--- config.mk ---
export PLATFORM = sky130hd
export DESIGN_NAME = meter_pulse_counter_rate_core_flat
export DESIGN_NICKNAME = d
export VERILOG_FILES = /design/src/rtl/mpcr_pkg.sv /design/src/rtl/mpcr_ifs.sv /design/src/rtl/mpcr_div.sv /design/src/rtl/meter_pulse_counter_rate_core.sv /design/src/flat_wrapper.sv
export SDC_FILE = /design/constraint.sdc
export NUM_CORES = 1
export LEC_CHECK = 0
export BUFFER_PORTS_ARGS = -buffer_cell sky130_fd_sc_hd__buf_2
export CORE_UTILIZATION = 51
export DETAILED_ROUTE_END_ITERATION = 12
export PLACE_DENSITY = 0.76
export SYNTH_ARGS = -nofsm -noshare
export SYNTH_HDL_FRONTEND = slang
export SYNTH_SLANG_ARGS = --single-unit
--- constraint.sdc ---
create_clock -name clk -period 17.9 [get_ports clk]
set_input_delay 3.58 -clock clk [delete_from_list [all_inputs] [get_ports clk]]
set_output_delay 3.58 -clock clk [all_outputs]
set_load 0.02 [all_outputs]
--- src/rtl/mpcr_pkg.sv ---
// ----------------------------------------------------------------------------
// mpcr_pkg
// Shared widths, reset values, codes and types of the meter pulse counter.
// ----------------------------------------------------------------------------
package mpcr_pkg;

  localparam int PERIOD_BITS_DEF = 32;
  localparam int COUNT_BITS_DEF  = 16;

  localparam int SAMPLE_W    = 10;
  localparam int LOCKOUT_W   = 10;
  localparam int INTERVAL_W  = 27;
  localparam int ELAPSED_W   = 32;
  localparam int PERIOD_W    = 32;
  localparam int PPH_W       = 22;
  localparam int ICOUNT_W    = 16;
  localparam int CFG_INDEX_W = 2;
  localparam int CFG_DATA_W  = 27;

  localparam logic [PPH_W-1:0]      MS_PER_HOUR  = 22'd3600000;
  localparam logic [SAMPLE_W-1:0]   SAMPLE_RST   = 10'd2;
  localparam logic [LOCKOUT_W-1:0]  LOCKOUT_RST  = 10'd25;
  localparam logic [INTERVAL_W-1:0] INTERVAL_RST = 27'd300000;

  typedef enum logic [CFG_INDEX_W-1:0] {
    REG_SAMPLE_MS = 2'd0,
    REG_LOCKOUT   = 2'd1,
    REG_INTERVAL  = 2'd2
  } cfg_reg_t;

  typedef enum logic [1:0] {
    LEVEL_LOW     = 2'd0,
    LEVEL_HIGH    = 2'd1,
    LEVEL_UNKNOWN = 2'd2
  } level_t;

  typedef enum logic [2:0] {
    ST_IDLE,
    ST_ADD,
    ST_DECIDE,
    ST_DIV,
    ST_EMIT
  } state_t;

  typedef struct packed {
    logic busy;
    logic done;
  } div_status_t;

endpackage

--- src/rtl/mpcr_ifs.sv ---
// ----------------------------------------------------------------------------
// mpcr_ifs
// Valid/ready channels of the meter pulse counter: samples, results, config.
// ----------------------------------------------------------------------------
interface mpcr_sample_if;
  logic valid;
  logic ready;
  logic level;

  modport source (output valid, output level, input ready);
  modport sink   (input valid, input level, output ready);
endinterface

interface mpcr_result_if;
  import mpcr_pkg::*;
  logic                valid;
  logic                ready;
  logic                pulse_seen;
  logic                period_valid;
  logic [PERIOD_W-1:0] period_ms;
  logic [PPH_W-1:0]    pulses_per_hour;
  logic                report_seen;
  logic [ICOUNT_W-1:0] interval_count;

  modport source (output valid, output pulse_seen, output period_valid, output period_ms,
                  output pulses_per_hour, output report_seen, output interval_count,
                  input ready);
  modport sink   (input valid, input pulse_seen, input period_valid, input period_ms,
                  input pulses_per_hour, input report_seen, input interval_count,
                  output ready);
endinterface

interface mpcr_cfg_if;
  import mpcr_pkg::*;
  logic                   valid;
  logic                   ready;
  logic [CFG_INDEX_W-1:0] index;
  logic [CFG_DATA_W-1:0]  data;

  modport source (output valid, output index, output data, input ready);
  modport sink   (input valid, input index, input data, output ready);
endinterface

--- src/rtl/mpcr_div.sv ---
// ----------------------------------------------------------------------------
// mpcr_div
// Rate divider: round(3600000 / period), 3600000 for a zero period, one quotient bit per cycle.
// ----------------------------------------------------------------------------
module mpcr_div #(
  parameter int PERIOD_BITS = mpcr_pkg::PERIOD_BITS_DEF
) (
  input  logic                       clk,
  input  logic                       rst,
  input  logic                       start,
  input  logic [PERIOD_BITS-1:0]     divisor,
  output mpcr_pkg::div_status_t      status,
  output logic [mpcr_pkg::PPH_W-1:0] quotient
);
  import mpcr_pkg::*;

  localparam int NUM_W  = ((PERIOD_BITS > PPH_W) ? PERIOD_BITS : PPH_W) + 1;
  localparam int CNT_W  = $clog2(PPH_W);
  localparam int LAST   = PPH_W - 1;

  logic                   busy;
  logic                   loading;
  logic                   done;
  logic [CNT_W-1:0]       cnt;
  logic [PERIOD_BITS-1:0] dsr;
  logic [PERIOD_BITS-1:0] rem;
  logic [PPH_W-1:0]       lo;
  logic [PPH_W-1:0]       quo;

  logic [NUM_W-1:0]       num;
  logic [PERIOD_BITS:0]   shifted;
  logic [PERIOD_BITS+1:0] diff;
  logic                   ge;

  always_comb begin
    num     = NUM_W'(MS_PER_HOUR) + NUM_W'(dsr >> 1);
    shifted = {rem, lo[PPH_W-1]};
    diff    = {1'b0, shifted} - {2'b00, dsr};
    ge      = ~diff[PERIOD_BITS+1];
  end

  always_ff @(posedge clk) begin
    if (rst) begin
      busy    <= 1'b0;
      loading <= 1'b0;
      done    <= 1'b0;
    end else begin
      done <= 1'b0;
      if (start && !busy) begin
        if (divisor == '0) begin
          quo  <= MS_PER_HOUR;
          done <= 1'b1;
        end else begin
          dsr     <= divisor;
          busy    <= 1'b1;
          loading <= 1'b1;
        end
      end else if (busy && loading) begin
        rem     <= PERIOD_BITS'(num >> PPH_W);
        lo      <= num[PPH_W-1:0];
        cnt     <= '0;
        loading <= 1'b0;
      end else if (busy) begin
        rem <= ge ? diff[PERIOD_BITS-1:0] : shifted[PERIOD_BITS-1:0];
        lo  <= {lo[PPH_W-2:0], 1'b0};
        quo <= {quo[PPH_W-2:0], ge};
        cnt <= cnt + 1'b1;
        if (cnt == CNT_W'(LAST)) begin
          busy <= 1'b0;
          done <= 1'b1;
        end
      end
    end
  end

  assign status.busy = busy;
  assign status.done = done;
  assign quotient    = quo;

endmodule

--- src/rtl/meter_pulse_counter_rate_core.sv ---
// ----------------------------------------------------------------------------
// meter_pulse_counter_rate_core
// Energy meter pulse counter with period, rate and interval count reports.
// ----------------------------------------------------------------------------
// One sample is taken at a time. Each sample runs a bit-serial pass in ST_ADD
// that adds sample_ms to the time since the last pulse and to the interval
// time, and compares the interval time against report_interval_ms in the same
// pass; ST_DECIDE then decides edge, lockout and report. A counted pulse that
// follows an earlier pulse adds the rate divider in ST_DIV (one quotient bit a
// cycle). A finished result sits in an output register, so the next sample is
// taken while it waits.
module meter_pulse_counter_rate_core #(
  parameter int PERIOD_BITS = mpcr_pkg::PERIOD_BITS_DEF,
  parameter int COUNT_BITS  = mpcr_pkg::COUNT_BITS_DEF
) (
  input  logic          clk,
  input  logic          rst,
  mpcr_sample_if.sink   sample,
  mpcr_result_if.source result,
  mpcr_cfg_if.sink      cfg
);
  import mpcr_pkg::*;

  localparam int MAXW     = (PERIOD_BITS > ELAPSED_W) ? PERIOD_BITS : ELAPSED_W;
  localparam int CNT_W    = $clog2(MAXW);
  localparam int ADD_LAST = MAXW - 1;
  localparam int PWIDE    = (PERIOD_BITS > PERIOD_W) ? PERIOD_BITS : PERIOD_W;
  localparam int CWIDE    = (COUNT_BITS > ICOUNT_W) ? COUNT_BITS : ICOUNT_W;

  state_t state;
  state_t state_next;

  logic [SAMPLE_W-1:0]   sample_ms;
  logic [LOCKOUT_W-1:0]  lockout_samples;
  logic [INTERVAL_W-1:0] report_interval_ms;

  logic                   level_in;
  level_t                 prev_level;
  logic [LOCKOUT_W-1:0]   lockout_left;
  logic [PERIOD_BITS-1:0] since;
  logic                   seen_before;
  logic [ELAPSED_W-1:0]   elapsed;
  logic [ELAPSED_W-1:0]   elapsed_diff;
  logic [COUNT_BITS-1:0]  pulse_count;
  logic [SAMPLE_W-1:0]    addend;
  logic [INTERVAL_W-1:0]  ivl;
  logic [CNT_W-1:0]       cnt;
  logic                   carry_since;
  logic                   carry_elapsed;
  logic                   borrow;

  logic                st_pulse;
  logic                st_pvalid;
  logic [PERIOD_W-1:0] st_period;
  logic [PPH_W-1:0]    st_pph;
  logic                st_report;
  logic [ICOUNT_W-1:0] st_icount;

  logic                res_valid;
  logic                res_pulse;
  logic                res_pvalid;
  logic [PERIOD_W-1:0] res_period;
  logic [PPH_W-1:0]    res_pph;
  logic                res_report;
  logic [ICOUNT_W-1:0] res_icount;

  logic                   m_bit;
  logic                   i_bit;
  logic                   s_since;
  logic                   s_elapsed;
  logic                   d_elapsed;
  logic [PERIOD_BITS-1:0] p;
  logic [PWIDE-1:0]       p_wide;
  logic                   locked;
  logic                   is_edge;
  logic                   pulse;
  logic                   pvalid;
  logic                   report;
  logic [COUNT_BITS-1:0]  count_after;
  logic [CWIDE-1:0]       count_wide;
  logic                   interval_zero;

  logic                   div_start;
  logic                   res_load;
  div_status_t            div_status;
  logic [PPH_W-1:0]       div_quotient;

  mpcr_div #(
    .PERIOD_BITS(PERIOD_BITS)
  ) u_div (
    .clk      (clk),
    .rst      (rst),
    .start    (div_start),
    .divisor  (p),
    .status   (div_status),
    .quotient (div_quotient)
  );

  always_comb begin
    m_bit     = addend[0];
    i_bit     = ivl[0];
    s_since   = since[0] ^ m_bit ^ carry_since;
    s_elapsed = elapsed[0] ^ m_bit ^ carry_elapsed;
    d_elapsed = s_elapsed ^ i_bit ^ borrow;

    p       = carry_since ? '1 : since;
    p_wide  = PWIDE'(p);
    locked  = lockout_left != '0;
    is_edge = !locked && ({1'b0, level_in} != prev_level);
    pulse   = is_edge && level_in;
    pvalid  = pulse && seen_before;
    report  = ~borrow;

    count_after   = (pulse && pulse_count != '1) ? pulse_count + 1'b1 : pulse_count;
    count_wide    = CWIDE'(count_after);
    interval_zero = report_interval_ms == '0;
  end

  always_comb begin
    state_next = state;
    case (state)
      ST_IDLE: begin
        if (sample.valid) state_next = ST_ADD;
      end
      ST_ADD: begin
        if (cnt == CNT_W'(ADD_LAST)) state_next = ST_DECIDE;
      end
      ST_DECIDE: begin
        if (pvalid) state_next = ST_DIV;
        else if (pulse || report) state_next = ST_EMIT;
        else state_next = ST_IDLE;
      end
      ST_DIV: begin
        if (div_status.done) state_next = ST_EMIT;
      end
      ST_EMIT: begin
        if (!res_valid || result.ready) state_next = ST_IDLE;
      end
      default: state_next = ST_IDLE;
    endcase
  end

  always_comb begin
    sample.ready = 1'b0;
    div_start    = 1'b0;
    res_load     = 1'b0;
    case (state)
      ST_IDLE:   sample.ready = 1'b1;
      ST_DECIDE: div_start = pvalid;
      ST_EMIT:   res_load = !res_valid || result.ready;
      default: ;
    endcase
  end

  assign cfg.ready = 1'b1;

  always_ff @(posedge clk) begin
    if (rst) begin
      state <= ST_IDLE;
    end else begin
      state <= state_next;
    end
  end

  always_ff @(posedge clk) begin
    if (rst) begin
      sample_ms          <= SAMPLE_RST;
      lockout_samples    <= LOCKOUT_RST;
      report_interval_ms <= INTERVAL_RST;
    end else if (cfg.valid && cfg.ready) begin
      case (cfg.index)
        REG_SAMPLE_MS: sample_ms          <= cfg.data[SAMPLE_W-1:0];
        REG_LOCKOUT:   lockout_samples    <= cfg.data[LOCKOUT_W-1:0];
        REG_INTERVAL:  report_interval_ms <= cfg.data[INTERVAL_W-1:0];
        default: ;
      endcase
    end
  end

  always_ff @(posedge clk) begin
    if (rst) begin
      prev_level   <= LEVEL_UNKNOWN;
      lockout_left <= '0;
      since        <= '0;
      seen_before  <= 1'b0;
      elapsed      <= '0;
      pulse_count  <= '0;
    end else begin
      case (state)
        ST_IDLE: begin
          if (sample.valid) begin
            level_in      <= sample.level;
            addend        <= sample_ms;
            ivl           <= report_interval_ms;
            cnt           <= '0;
            carry_since   <= 1'b0;
            carry_elapsed <= 1'b0;
            borrow        <= 1'b0;
          end
        end
        ST_ADD: begin
          cnt    <= cnt + 1'b1;
          addend <= {1'b0, addend[SAMPLE_W-1:1]};
          ivl    <= {1'b0, ivl[INTERVAL_W-1:1]};
          if (cnt < PERIOD_BITS) begin
            since       <= {s_since, since[PERIOD_BITS-1:1]};
            carry_since <= (since[0] & m_bit) | (carry_since & (since[0] ^ m_bit));
          end
          if (cnt < ELAPSED_W) begin
            elapsed       <= {s_elapsed, elapsed[ELAPSED_W-1:1]};
            elapsed_diff  <= {d_elapsed, elapsed_diff[ELAPSED_W-1:1]};
            carry_elapsed <= (elapsed[0] & m_bit) | (carry_elapsed & (elapsed[0] ^ m_bit));
            borrow        <= (~s_elapsed & i_bit) | (~(s_elapsed ^ i_bit) & borrow);
          end
        end
        ST_DECIDE: begin
          since       <= pulse ? '0 : p;
          seen_before <= seen_before | pulse;
          if (locked) begin
            lockout_left <= lockout_left - 1'b1;
          end else if (is_edge && !level_in) begin
            lockout_left <= lockout_samples;
          end
          if (is_edge) prev_level <= level_in ? LEVEL_HIGH : LEVEL_LOW;
          pulse_count <= report ? '0 : count_after;
          if (report) elapsed <= interval_zero ? '0 : elapsed_diff;

          st_pulse  <= pulse;
          st_pvalid <= pvalid;
          st_period <= pvalid ? ((p_wide > PWIDE'(32'hFFFF_FFFF)) ? 32'hFFFF_FFFF
                                                                   : p_wide[PERIOD_W-1:0])
                              : '0;
          st_pph    <= '0;
          st_report <= report;
          st_icount <= report ? ((count_wide > CWIDE'(16'hFFFF)) ? 16'hFFFF
                                                                  : count_wide[ICOUNT_W-1:0])
                              : '0;
        end
        ST_DIV: begin
          if (div_status.done) st_pph <= div_quotient;
        end
        default: ;
      endcase
    end
  end

  always_ff @(posedge clk) begin
    if (rst) begin
      res_valid <= 1'b0;
    end else if (res_load) begin
      res_valid  <= 1'b1;
      res_pulse  <= st_pulse;
      res_pvalid <= st_pvalid;
      res_period <= st_period;
      res_pph    <= st_pph;
      res_report <= st_report;
      res_icount <= st_icount;
    end else if (result.ready) begin
      res_valid <= 1'b0;
    end
  end

  assign result.valid           = res_valid;
  assign result.pulse_seen      = res_pulse;
  assign result.period_valid    = res_pvalid;
  assign result.period_ms       = res_period;
  assign result.pulses_per_hour = res_pph;
  assign result.report_seen     = res_report;
  assign result.interval_count  = res_icount;

`ifndef NO_ASSERTIONS
  a_result_has_cause: assert property (@(posedge clk) disable iff (rst)
    result.valid |-> (result.pulse_seen || result.report_seen))
    else $error("result without pulse or report");

  a_period_needs_pulse: assert property (@(posedge clk) disable iff (rst)
    (result.valid && !result.pulse_seen) |-> !result.period_valid)
    else $error("period reported without a pulse");

  a_rate_bounded: assert property (@(posedge clk) disable iff (rst)
    (result.valid && result.period_valid) |-> (result.pulses_per_hour <= MS_PER_HOUR))
    else $error("pulses per hour above limit");

  a_div_done_emits: assert property (@(posedge clk) disable iff (rst)
    (state == ST_DIV && div_status.done) |=> (state == ST_EMIT))
    else $error("divider result not taken");

  a_idle_div_quiet: assert property (@(posedge clk) disable iff (rst)
    (state == ST_IDLE) |-> !div_status.busy)
    else $error("divider busy while idle");
`endif

endmodule

--- src/flat_wrapper.sv ---
// flat-port wrapper written by rule: the top's interface ports become plain ports
module meter_pulse_counter_rate_core_flat import mpcr_pkg::*;
#(
  parameter int PERIOD_BITS = mpcr_pkg::PERIOD_BITS_DEF,
  parameter int COUNT_BITS  = mpcr_pkg::COUNT_BITS_DEF
)
  (clk, rst, sample_valid, sample_level, sample_ready, result_valid, result_pulse_seen, result_period_valid, result_period_ms, result_pulses_per_hour, result_report_seen, result_interval_count, result_ready, cfg_valid, cfg_index, cfg_data, cfg_ready);
  mpcr_sample_if sample_i ();
  mpcr_result_if result_i ();
  mpcr_cfg_if cfg_i ();
  input  logic clk;
  input  logic rst;
  input wire logic [$bits(sample_i.valid)-1:0] sample_valid;
  input wire logic [$bits(sample_i.level)-1:0] sample_level;
  output wire logic [$bits(sample_i.ready)-1:0] sample_ready;
  output wire logic [$bits(result_i.valid)-1:0] result_valid;
  output wire logic [$bits(result_i.pulse_seen)-1:0] result_pulse_seen;
  output wire logic [$bits(result_i.period_valid)-1:0] result_period_valid;
  output wire logic [$bits(result_i.period_ms)-1:0] result_period_ms;
  output wire logic [$bits(result_i.pulses_per_hour)-1:0] result_pulses_per_hour;
  output wire logic [$bits(result_i.report_seen)-1:0] result_report_seen;
  output wire logic [$bits(result_i.interval_count)-1:0] result_interval_count;
  input wire logic [$bits(result_i.ready)-1:0] result_ready;
  input wire logic [$bits(cfg_i.valid)-1:0] cfg_valid;
  input wire logic [$bits(cfg_i.index)-1:0] cfg_index;
  input wire logic [$bits(cfg_i.data)-1:0] cfg_data;
  output wire logic [$bits(cfg_i.ready)-1:0] cfg_ready;
  assign sample_i.valid = sample_valid;
  assign sample_i.level = sample_level;
  assign sample_ready = sample_i.ready;
  assign result_valid = result_i.valid;
  assign result_pulse_seen = result_i.pulse_seen;
  assign result_period_valid = result_i.period_valid;
  assign result_period_ms = result_i.period_ms;
  assign result_pulses_per_hour = result_i.pulses_per_hour;
  assign result_report_seen = result_i.report_seen;
  assign result_interval_count = result_i.interval_count;
  assign result_i.ready = result_ready;
  assign cfg_i.valid = cfg_valid;
  assign cfg_i.index = cfg_index;
  assign cfg_i.data = cfg_data;
  assign cfg_ready = cfg_i.ready;
  meter_pulse_counter_rate_core #(.PERIOD_BITS(PERIOD_BITS), .COUNT_BITS(COUNT_BITS)) u_core (.clk(clk), .rst(rst), .sample(sample_i), .result(result_i), .cfg(cfg_i));
endmodule
[Yosys cells after proc, flatten, opt, wreduce, memory -nomap -nowiden]
Cells that the tools add are included.
Word-level totals
  register bits: 484
  word-level logic and storage cells: 192
  output and inout bits: 76
  bits of input ports: 35
Cells by class
  $add $sub $neg: 6
  $lt $le $gt $ge: 2
  reduce and logical (&&, ||, !) cells: 44
  bitwise logic cells: 23
  multiplexer cells: 59
  eq/ne operators: 18
Operators by type and width (count)
  32-bit two-way mux: 7
  22-bit two-way mux: 7
  32-bit case mux with 2 select lines: 2
  27-bit case mux with 2 select lines: 1
  16-bit two-way mux: 3
  22-bit case mux with 2 select lines: 1
  33-bit by 32-bit subtractor with 34-bit output: 1
  22-bit by 31-bit adder with 32-bit output (first input constant): 1
  32-bit > comparator (second input constant): 1
  32-bit logical NOT: 1
  10-bit two-way mux: 3
  27-bit logical NOT: 1
  27-bit two-way mux: 1
  2-bit AND reduction: 11
  10-bit case mux with 2 select lines: 1
  1-bit two-way mux: 19
  3-bit two-way mux: 6
  16-bit by 1-bit adder with 16-bit output (second input constant): 1
  16-bit > comparator (second input constant): 1
  16-bit inequality test (second input constant): 1
  2-bit nonzero test: 8
  3-bit case mux with 5 select lines: 1
  3-bit AND reduction: 5
  11-bit two-way mux: 1
  other kinds (25): 67

[Logic depth before layout (Yosys ltp)]
Gate-level depths: netlist (run 1).
  depth after elaboration: 9
  mapped depth: 14
  mapped depth without buffers: 13

[Hierarchy]
A second synthesis (run 1) with hierarchy kept.
Second synthesis, totals
  cell total of the unflattened synthesis: 1856
  area, all modules: 21196.6 um2
By module, submodules not included
  meter_pulse_counter_rate_core: area each 14313.7 um2, sequential area each 9609.2 um2, times used 1, cells an instance 1212
  mpcr_div: area each 6882.9 um2, sequential area each 3453.3 um2, times used 1, cells an instance 644

[Worst setup path after synthesis (run 1)]
Ideal clock, no wire load.
  path type: input to register
  from: in rst
  to: reg u_core.res_icount[0], in the netlist u_core.result.interval_count[0] (enable)
  slack: 8362 ps
  library setup time: 594 ps
  required time: 17306 ps
  stages on the path: 3
  arrival: 8944 ps
  path through: clkbuf_1 > clkbuf_1 > nor3_1
Between the ends
  longest elaborated chain between the ends: 2
Ends and longest elaborated chain
  from (decl): RTL line flat_wrapper.sv:12  | input logic rst;
  1-bit inverter (no line)
  2-bit AND reduction (no line)
  to (signal assigned): RTL line meter_pulse_counter_rate_core.sv:257  | res_icount <= st_icount;
  to (decl): RTL line meter_pulse_counter_rate_core.sv:65  | logic [ICOUNT_W-1:0] res_icount;
Every way passes these cells.
A chain may end at the register's enable or synchronous reset.

[Worst setup path in the final report (run 1)]
  from: in rst
  to: reg u_core.ivl[21] (enable)
Between the ends
  longest elaborated chain between the ends: 2
Ends and longest elaborated chain
  1-bit inverter (no line)
  3-bit AND reduction (no line)
  to (signal assigned): RTL line meter_pulse_counter_rate_core.sv:194  | ivl <= report_interval_ms;
  to (signal assigned): RTL line meter_pulse_counter_rate_core.sv:204  | ivl <= {1'b0, ivl[INTERVAL_W-1:1]};
  to (decl): RTL line meter_pulse_counter_rate_core.sv:46  | logic [INTERVAL_W-1:0] ivl;
Every way passes these cells.

==> reports/results.ini, run 1 <==
[setup_path]
crit_path_start_kind = input pin
end_kind = flop
crit_family = simple AND/OR/NAND/NOR gates
path_class = in2reg
cp.buffers_inverters = 2
cp_data_required_time_ns = 18.07
worstPathCellList = buf_4, buf_4, nor2_1, and3_1, or2_2
critPathArrivalTime_ns = 5.81
cp_max_fo = 74
slowest_stage = buf_4
crit_path_frequent_cell = buf_4
critPathMaxStageDelay_ns = 0.73

[route]
drt_iter0_markers = 1214
via_per_inst = 5.71
vias = 14300
routed_wl_um = 43400
drtAntennaViolNets = 0
remaining_drc_errors = 0
dr.pass1.iters = 5
wl_per_cell_um = 17.3

[finish]
final_cell_mix = 337 x edfxtp_1, 279 x nand2_1, 177 x nor2_1, 147 x dfxtp_1, 108 x buf_2
n_antenna_cell = 0
final_nets = 2017
drive_gt1_share_pct = 13.6
final_common_cell = edfxtp_1
area_growth_pct = 12.7

[pwr]
swShare_pct = 21.1
power_density_nw_per_um2 = 101
p_int_mw = 1.87
pwr-share-comb_pct = 3.7
p_seq_share_pct = 52.3
power_switching_mw = 0.500
clock_power_share_pct = 44.0
ir_drop_mv = 0.0724
p_leak_nw = 8.89

[die]
die_y_um = 204
core_sq_um = 40000
initial_core_util_pct = 52.0
row_count = 73
die_area_sq_um = 41600
io_pins = 111
fp.dieW_um = 204

[place]
place_congestion = 0.934
portBuffers = 109
dpl.hpwl_um = 28400

[synth]
synth_edf_count = 337
synth_top_family_by_area = simple AND/OR/NAND/NOR gates
synth_warnings = 0
synth_top_area_cell = edfxtp_1
synth_flop_cell = edfxtp_1
synth_mux_area_share_pct = 1.37
synthXorXnorAreaFrac_pct = 2.65
yosysSeqAreaShare_pct = 62.8
synth_seq_cells = 484
synthTopCellsByArea = edfxtp_1 49%, dfxtp_1 14%, nand2_1 5.1%
syn_inst = 1871
async_reset_ff_share_pct = 0
synth_area_sq_um = 20800
synth_simple_gate_area_share_pct = 16.8
syn_area_per_cell_sq_um = 11.1
syn-num-nets = 1949
synthAdderAreaFrac_pct = 2.73
synth_cell_type_count = 77
synth-compound-area-share_pct = 10.5
synth_top_area_share_pct = 48.7

[sta]
setup_tns_ns = 0
fmax_mhz = 177
rsz0062_at_grt = no
tightest_slew_ns = 1.21
min_period_over_period_pct = 31.5
setup_viol = 0
slew_violations = 0
hold_ws_ns = 0.418
relSlewSlack_pct = 19.0
skew_ns = 0.0164
period_minus_slack_ns = 5.64
finalHoldViolCount = 0

[clock_network]
cts_hold_buffers = 0
clock_latency_ns = 0.58
cts_resized = 0
post_cts_buffers = 0
cts_root_buf = clkbuf_16
cts.path.max_buffers = 3
htreeDepth = 2
cts_tree = yes
clk_pin_slew_ns = 0.06
numCtsBuffers = 48
clkSinkCount = 484

[grt]
grt_max_degree = 78
antenna_found_initial = 0
overflow = 0
grt_pass1_vias = 13800
grt_pass1_wl_um = 69600
grt_usage_pct = 20.9

[run_status]
outcome = finished, final reports clean

[hold_path]
min_path_type = reg2reg

[run]
maxCapViolations = 0

-- synth_stat cells (all sizes together) (3+ instances only) --
cell and instances:
nand4 14, ha 39, edfxtp 337, a21o 21, inv 62, nor2 185, xor2 17, nand2b 19
dfxtp 147, or3 7, o211ai 5, nor3b 5, a22oi 34, nor4 19, mux2i 25, a31oi 8
o2bb2ai 5, and2 47, a2111oi 3, buf 21, o21ai 59, nor3 30, and3 43, nand3 42
o221ai 5, a221oi 4, o31ai 5, clkbuf 85, a41oi 5, xnor2 46, a211oi 41, or2 33
fa 4, o22ai 33, a21oi 95, or4 5, nand2 281
-- power groups by stage --
stage / Combinational, mW / Clock [mW] / Sequential (mW)
after floorplan: 0.0659 / 0 / 1.25
after CTS: 0.0877 / 1.06 / 1.24
final: 0.0876 / 1.04 / 1.24
after detailed placement: 0.0871 / 0 / 1.26
after global placement: 0.0827 / 0 / 1.26
after global routing: 0.0977 / 1.10 / 1.24
-- cells by family after synthesis --
kind of cell / after synthesis
adder cells (fa/ha/maj): 43
AND/OR/NAND/NOR: 743
AO/OA/AOI/OAI: 341
other: 1
XOR/XNOR: 63
flip-flops: 484
buffers and inverters: 169
multiplexers: 27
-- path summary, 6_finish.rpt --
check,from,to,slack (ns),cells past startpoint
hold / removal,u_core.st_icount[11],u_core.result.interval_count[11],0.42,0
setup / recovery,rst,u_core.ivl[21],12.26,5
hold reg to reg,u_core.st_icount[11],u_core.result.interval_count[11],0.42,0
setup reg to reg,u_core.lockout_left[0],u_core.u_div.dsr[15],13.64,8
-- per-layer routing --
| layer | track usage (%) | up-vias | share of wire (%) | routed length, um |
|---|---|---|---|---|
| li1 | - | 6830 | - | - |
| met3 | 3.22 | 66 | 5.3 | 2310 |
| met4 | 6.15 | 0 | 2.1 | 929 |
| met1 | 28.0 | 6967 | 44 | 19300 |
| met2 | 35.0 | 425 | 48 | 20900 |
| met5 | 0 | - | 0 | 0 |
-- flip-flops by register name (all words and copies together), names as in the netlist, 22 cells and up --
name	count
u_core.elapsed	32
u_core.elapsed_diff	32
u_core.result.period_ms	32
u_core.since	32
u_core.st_period	32
u_core.u_div.dsr	32
u_core.u_div.rem	32
u_core.ivl	27
u_core.report_interval_ms	27
u_core.result.pulses_per_hour	22
u_core.st_pph	22
u_core.u_div.lo	22
u_core.u_div.quotient	22
-- per-stage QoR --
step / worst slack [ns] / instances / instance area [sq um] / util, % / power [mW]
after global placement: 11.74 / 2414 / 21800 / 54.4 / 1.34
after CTS: 12.27 / 2504 / 23400 / 58.6 / 2.38
after detailed placement: 11.67 / 2414 / 21800 / 54.4 / 1.35
final: 12.26 / 2504 / 23400 / 58.6 / 2.37
after global routing: 12.10 / 2504 / 23400 / 58.6 / 2.44
after floorplan: 8.36 / 1871 / 20800 / - / 1.32
-- final cells by class --
class                           instances  area, sq um
Sequential cell                       484        13100
Clock buffer                           64         1380
Timing Repair Buffer                  124          661
Clock inverter                         26          280
Tap cell                              525          657
Multi-Input combinational cell       1218         7160
Fill cell                            3226        16600
Inverter                               63          236
No activity file was read; power rests on OpenSTA's default activity.
==> inputs of run 2 (changes only) <==
==> constraint.sdc (replaced) <==
create_clock -name clk -period 5.5 [get_ports clk]
set_input_delay 1.1 -clock clk [delete_from_list [all_inputs] [get_ports clk]]
set_output_delay 1.1 -clock clk [all_outputs]
set_load 0.02 [all_outputs]
==> reports/results.ini, run 2 (synthesis results as in run 1) <==
[route]
drtAntennaViolNets = 0  ; unchanged
dr.pass1.iters = 5  ; unchanged
vias = 14200  ; -0.37%
remaining_drc_errors = 0  ; unchanged
routed_wl_um = 44300  ; +2.0%
wl_per_cell_um = 17.6  ; +1.7%
via_per_inst = 5.67  ; -0.65%
drt_iter0_markers = 1095  ; -9.8%

[setup_path]
critPathMaxStageDelay_ns = 0.93  ; +0.20 ns
critPathArrivalTime_ns = 4.14  ; -1.67 ns
path_class = reg2reg
slowest_stage = a21oi_4
worstPathCellList = ha_1, nor2b_1, o2111ai_1, a211oi_1, a221oi_2, o211ai_1, nand2_1, a21oi_4, nor2_1, o2bb2ai_1
cp_max_fo = 33  ; -55%
cp_data_required_time_ns = 5.83  ; -12.24 ns
crit_path_start_kind = flop
end_kind = flop

[sta]
setup_tns_ns = 0  ; unchanged
slew_violations = 0  ; unchanged
skew_ns = 0.0337  ; +0.0173 ns
finalHoldViolCount = 0  ; unchanged
rsz0062_at_grt = no
tightest_slew_ns = 1.32  ; +0.110 ns
period_minus_slack_ns = 3.80
fmax_mhz = 263
relSlewSlack_pct = 11.7  ; -7.3 points
min_period_over_period_pct = 69.2
setup_viol = 0  ; unchanged

[finish]
multiInputGateArea_sq_um = 7160  ; about the same
final_cell_mix = 337 x edfxtp_1, 279 x nand2_1, 177 x nor2_1, 147 x dfxtp_1, 108 x buf_2
nFillCells = 3302  ; +2.4%
drive_gt1_share_pct = 13.4  ; -0.20 points
area_growth_pct = 12.6  ; about the same
final_common_cell = edfxtp_1
final_nets = 2022  ; +0.25%
ff_latch_area_sq_um = 13100  ; unchanged
n_antenna_cell = 0  ; unchanged

[die]
die_area_sq_um = 41600  ; unchanged
core_sq_um = 40000  ; unchanged
die_y_um = 204  ; unchanged
io_pins = 111  ; unchanged
row_count = 73  ; unchanged
initial_core_util_pct = 52.0  ; unchanged
fp.dieW_um = 204  ; unchanged

[place]
place_congestion = 0.995  ; +6.6%
portBuffers = 109  ; unchanged
dpl.hpwl_um = 29200  ; +2.6%

[clock_network]
cts_resized = 0  ; unchanged
numCtsBuffers = 50  ; +4.2%
clkSinkCount = 484  ; unchanged
cts.path.max_buffers = 3  ; unchanged
clock_latency_ns = 0.60  ; +0.02 ns
post_cts_buffers = 0  ; unchanged
cts_hold_buffers = 0  ; unchanged
cts_tree = yes
htreeDepth = 2  ; unchanged
cts_root_buf = clkbuf_16
clk_pin_slew_ns = 0.06  ; about the same

[pwr]
p_leak_nw = 8.89  ; about the same
totalPowerFinal_mw = 7.62  ; +220%
ir_drop_mv = 0.265  ; +270%
power_density_nw_per_um2 = 326  ; +220%

[grt]
grt_max_degree = 77  ; -1.3%
grt_pass1_wl_um = 70900  ; +2.0%
overflow = 0  ; unchanged
antenna_found_initial = 0  ; unchanged
grt_pass1_vias = 13600  ; -1.7%
grt_usage_pct = 21.4  ; +0.53 points

[run]
maxCapViolations = 0  ; unchanged

[run_status]
outcome = finished, final reports clean

[hold_path]
min_path_type = reg2reg

[run 2: final timing paths]
check                       start                           to  slack [ns]  cells past startpoint
max           u_core.u_div.rem[0]         u_core.u_div.rem[22]        1.70                     10
min          u_core.st_period[17]  u_core.result.period_ms[17]        0.40                      0
max reg2reg   u_core.u_div.rem[0]         u_core.u_div.rem[22]        1.70                     10
min reg2reg  u_core.st_period[17]  u_core.result.period_ms[17]        0.40                      0
[run 2: cell type report]
cell class | count | share of cell area, %
Multi-Input combinational cell | 1218 | 30.6
Timing Repair Buffer | 127 | 2.92
Tap cell | 525 | 2.81
Inverter | 63 | 1.01
Clock buffer | 69 | 5.92
Clock inverter | 25 | 0.962
Sequential cell | 484 | 55.8
[run 2: metrics by stage]
stage | cell area, sq um | utilization (%) | cells | hold slack, ns | setup WS [ns]
after floorplan | 20800 | - | 1871 | 0.400 | 0.678
after global placement | 21800 | 54.5 | 2417 | 0.403 | 1.85
after detailed placement | 21800 | 54.5 | 2417 | 0.405 | 1.75
after CTS | 23400 | 58.5 | 2511 | 0.406 | 1.73
after global routing | 23400 | 58.5 | 2511 | 0.413 | 1.48
final | 23400 | 58.5 | 2511 | 0.396 | 1.70
[run 2: report_power, final]
group	internal, mW	switching [mW]
clock	1.91	1.40
sequential	3.96	0.0625
combinational	0.105	0.182
[run 2: layer usage]
metal	part of all wire (%)	global-route usage, %	vias up
met5	0	0	-
met4	2.4	6.87	0
met3	5.7	3.95	78
met2	47	34.5	428
met1	45	29.3	6879
li1	-	-	6850
[run 2: critical path, delay by kind of cell, from the launching register on]
| family | cells | cell delay (ns) |
|---|---|---|
| DFF | 1 | 0.43 |
| adders and majority gates | 1 | 0.30 |
| and+or+nand+nor | 3 | 0.60 |
| AOI/OAI and AO/OA | 6 | 2.19 |
==> inputs of run 3 (changes only) <==
--- a/config.mk
+++ b/config.mk
@@ -8,7 +8,7 @@
 export BUFFER_PORTS_ARGS = -buffer_cell sky130_fd_sc_hd__buf_2
 export CORE_UTILIZATION = 51
 export DETAILED_ROUTE_END_ITERATION = 12
-export PLACE_DENSITY = 0.76
+export PLACE_DENSITY = 0.79
 export SYNTH_ARGS = -nofsm -noshare
 export SYNTH_HDL_FRONTEND = slang
 export SYNTH_SLANG_ARGS = --single-unit
==> constraint.sdc (replaced) <==
create_clock -name clk -period 3.35 [get_ports clk]
set_input_delay 0.67 -clock clk [delete_from_list [all_inputs] [get_ports clk]]
set_output_delay 0.67 -clock clk [all_outputs]
set_load 0.02 [all_outputs]
==> reports/results.ini, run 3 (synthesis results as in run 1) <==
[sta]
setup_viol = 0  ; unchanged
tightest_slew_ns = 1.11  ; -0.212 ns
min_period_over_period_pct = 95.8  ; +27 points
relSlewSlack_pct = 25.8  ; +14 points
rsz0062_at_grt = no
slew_violations = 0  ; unchanged
fmax_mhz = 311  ; +19%
hold_ws_ns = 0.318  ; -0.0785 ns
finalHoldViolCount = 0  ; unchanged
skew_ns = 0.0135  ; -0.0202 ns
period_minus_slack_ns = 3.21  ; -0.594 ns

[grt]
grt_pass1_wl_um = 73900  ; +4.1%
use_met1_pct = 30.5  ; +1.2 points
grt.met3_usage_pct = 3.75  ; -0.21 points
grt-busiest-layer = met2
grt_usage_pct = 22.4  ; +1.0 points
antenna_found_initial = 2  ; +2
grt_pass1_vias = 14000  ; +3.0%
grt_util_met2_pct = 36.6  ; +2.2 points
overflow = 0  ; unchanged
grt_max_degree = 76  ; -1.3%

[clock_network]
cts.path.max_buffers = 3  ; unchanged
numCtsBuffers = 48  ; -4.0%
htreeDepth = 2  ; unchanged
clock_latency_ns = 0.58  ; -0.02 ns
clk_pin_slew_ns = 0.06  ; about the same
post_cts_buffers = 0  ; unchanged
clkSinkCount = 484  ; unchanged
cts_root_buf = clkbuf_16
cts_tree = yes

[setup_path]
crit_path_start_kind = flop
path_class = reg2reg
cp_max_fo = 15  ; -55%
end_kind = flop
critPathArrivalTime_ns = 3.62  ; -0.52 ns
cp_data_required_time_ns = 3.76  ; -2.07 ns

[route]
drt_iter0_markers = 1241  ; +13%
routed_wl_um = 46100  ; +4.1%
remaining_drc_errors = 0  ; unchanged
wl_per_cell_um = 18.1  ; +2.9%
via_per_inst = 5.70  ; +0.62%
drtAntennaViolNets = 0  ; unchanged
dr.pass1.iters = 5  ; unchanged
vias = 14500  ; +1.8%

[pwr]
p_leak_nw = 9.11  ; +2.5%
ir_drop_mv = 0.479  ; +81%
power_density_nw_per_um2 = 536  ; +65%
totalPowerFinal_mw = 12.8  ; +67%
swShare_pct = 21.1  ; -0.45 points
power_switching_mw = 2.69  ; +64%
pwr-share-comb_pct = 3.9  ; about the same
clock_power_share_pct = 44.3  ; +0.9 points
p_seq_share_pct = 51.8  ; -1.0 points
p_int_mw = 10.1  ; +68%

[run]
maxCapViolations = 0  ; unchanged

[run_status]
outcome = finished, final reports clean

[finish]
drive_gt1_share_pct = 15.4  ; +1.9 points
area_growth_pct = 14.5
final_area_sq_um = 23800  ; +1.7%
final_common_cell = edfxtp_1
utilization_pct = 59.5  ; +0.99 points
final_cell_mix = 337 x edfxtp_1, 279 x nand2_1, 176 x nor2_1, 147 x dfxtp_1, 108 x buf_2
n_antenna_cell = 0  ; unchanged
final_nets = 2056  ; +1.7%

[place]
place_congestion = 0.944  ; -5.1%
placed_cell_area_sq_um = 22100  ; +1.4%
portBuffers = 109  ; unchanged
dpl.hpwl_um = 30700  ; +5.2%

[hold_path]
min_path_type = in2reg

[die]
fp.dieW_um = 204  ; unchanged
initial_core_util_pct = 52.0  ; unchanged
core_sq_um = 40000  ; unchanged
die_area_sq_um = 41600  ; unchanged
row_count = 73  ; unchanged
io_pins = 111  ; unchanged
die_y_um = 204  ; unchanged

run 3: stage by stage:
step,setup WS [ns],std cells,setup TNS (ns)
finish,0.139,2541,0
global route,0.00514,2541,0
CTS,0.146,2541,0
detailed placement,0.203,2453,0
global placement,0.183,2453,0
floorplan,-0.413,1871,-16.25
run 3: layer usage:
layer | share of wire [%] | vias to the layer above | wire length, um
li1 | - | 6907 | -
met1 | 44 | 6989 | 20200
met2 | 47 | 513 | 21700
met3 | 6.4 | 83 | 2960
met4 | 2.7 | 2 | 1230
met5 | 0.028 | - | 13
run 3: layout make-up:
class | count | area, sq um
clock buffers | 65 | 1390
well taps | 525 | 657
fillers | 3180 | 16200
multi-input cells | 1218 | 7190
inverters | 63 | 236
repair buffers | 163 | 978
flip-flops and latches | 484 | 13100
clock inverters | 23 | 292
run 3: final timing paths:
check / from / end / slack [ns] / cells past startpoint
worst max-delay path: u_core.u_div.dsr[8] / u_core.u_div.rem[0] / 0.14 / 12
worst min-delay path: cfg_data[15] / u_core.report_interval_ms[15] / 0.32 / 3
worst max register to register: u_core.u_div.dsr[8] / u_core.u_div.rem[0] / 0.14 / 12
worst min register to register: u_core.st_period[19] / u_core.result.period_ms[19] / 0.42 / 0
run 3: worst max-delay path: stages (launching register included):
cell	delay (ns)
edfxtp_1	0.42
inv_1	0.07
ha_1	0.40
a21oi_1	0.24
o21ai_0	0.17
a21o_1	0.22
a221oi_2	0.43
o211ai_1	0.19
nand2_1	0.16
a21oi_4	0.08
buf_4	0.23
and3_1	0.20
a211oi_1	0.21
run 3: power groups by stage:
stage | Clock (mW) | Sequential [mW] | Combinational [mW]
global route | 5.97 | 6.62 | 0.551
finish | 5.66 | 6.61 | 0.495
floorplan | 0 | 6.69 | 0.353
global placement | 0 | 6.73 | 0.471
detailed placement | 0 | 6.74 | 0.489
CTS | 5.74 | 6.61 | 0.496
run 3: timing repair:
action,4_1_cts,5_1_grt
endpoints found under the setup margin,0,27
resized for setup,0,6
hold buffers,0,0
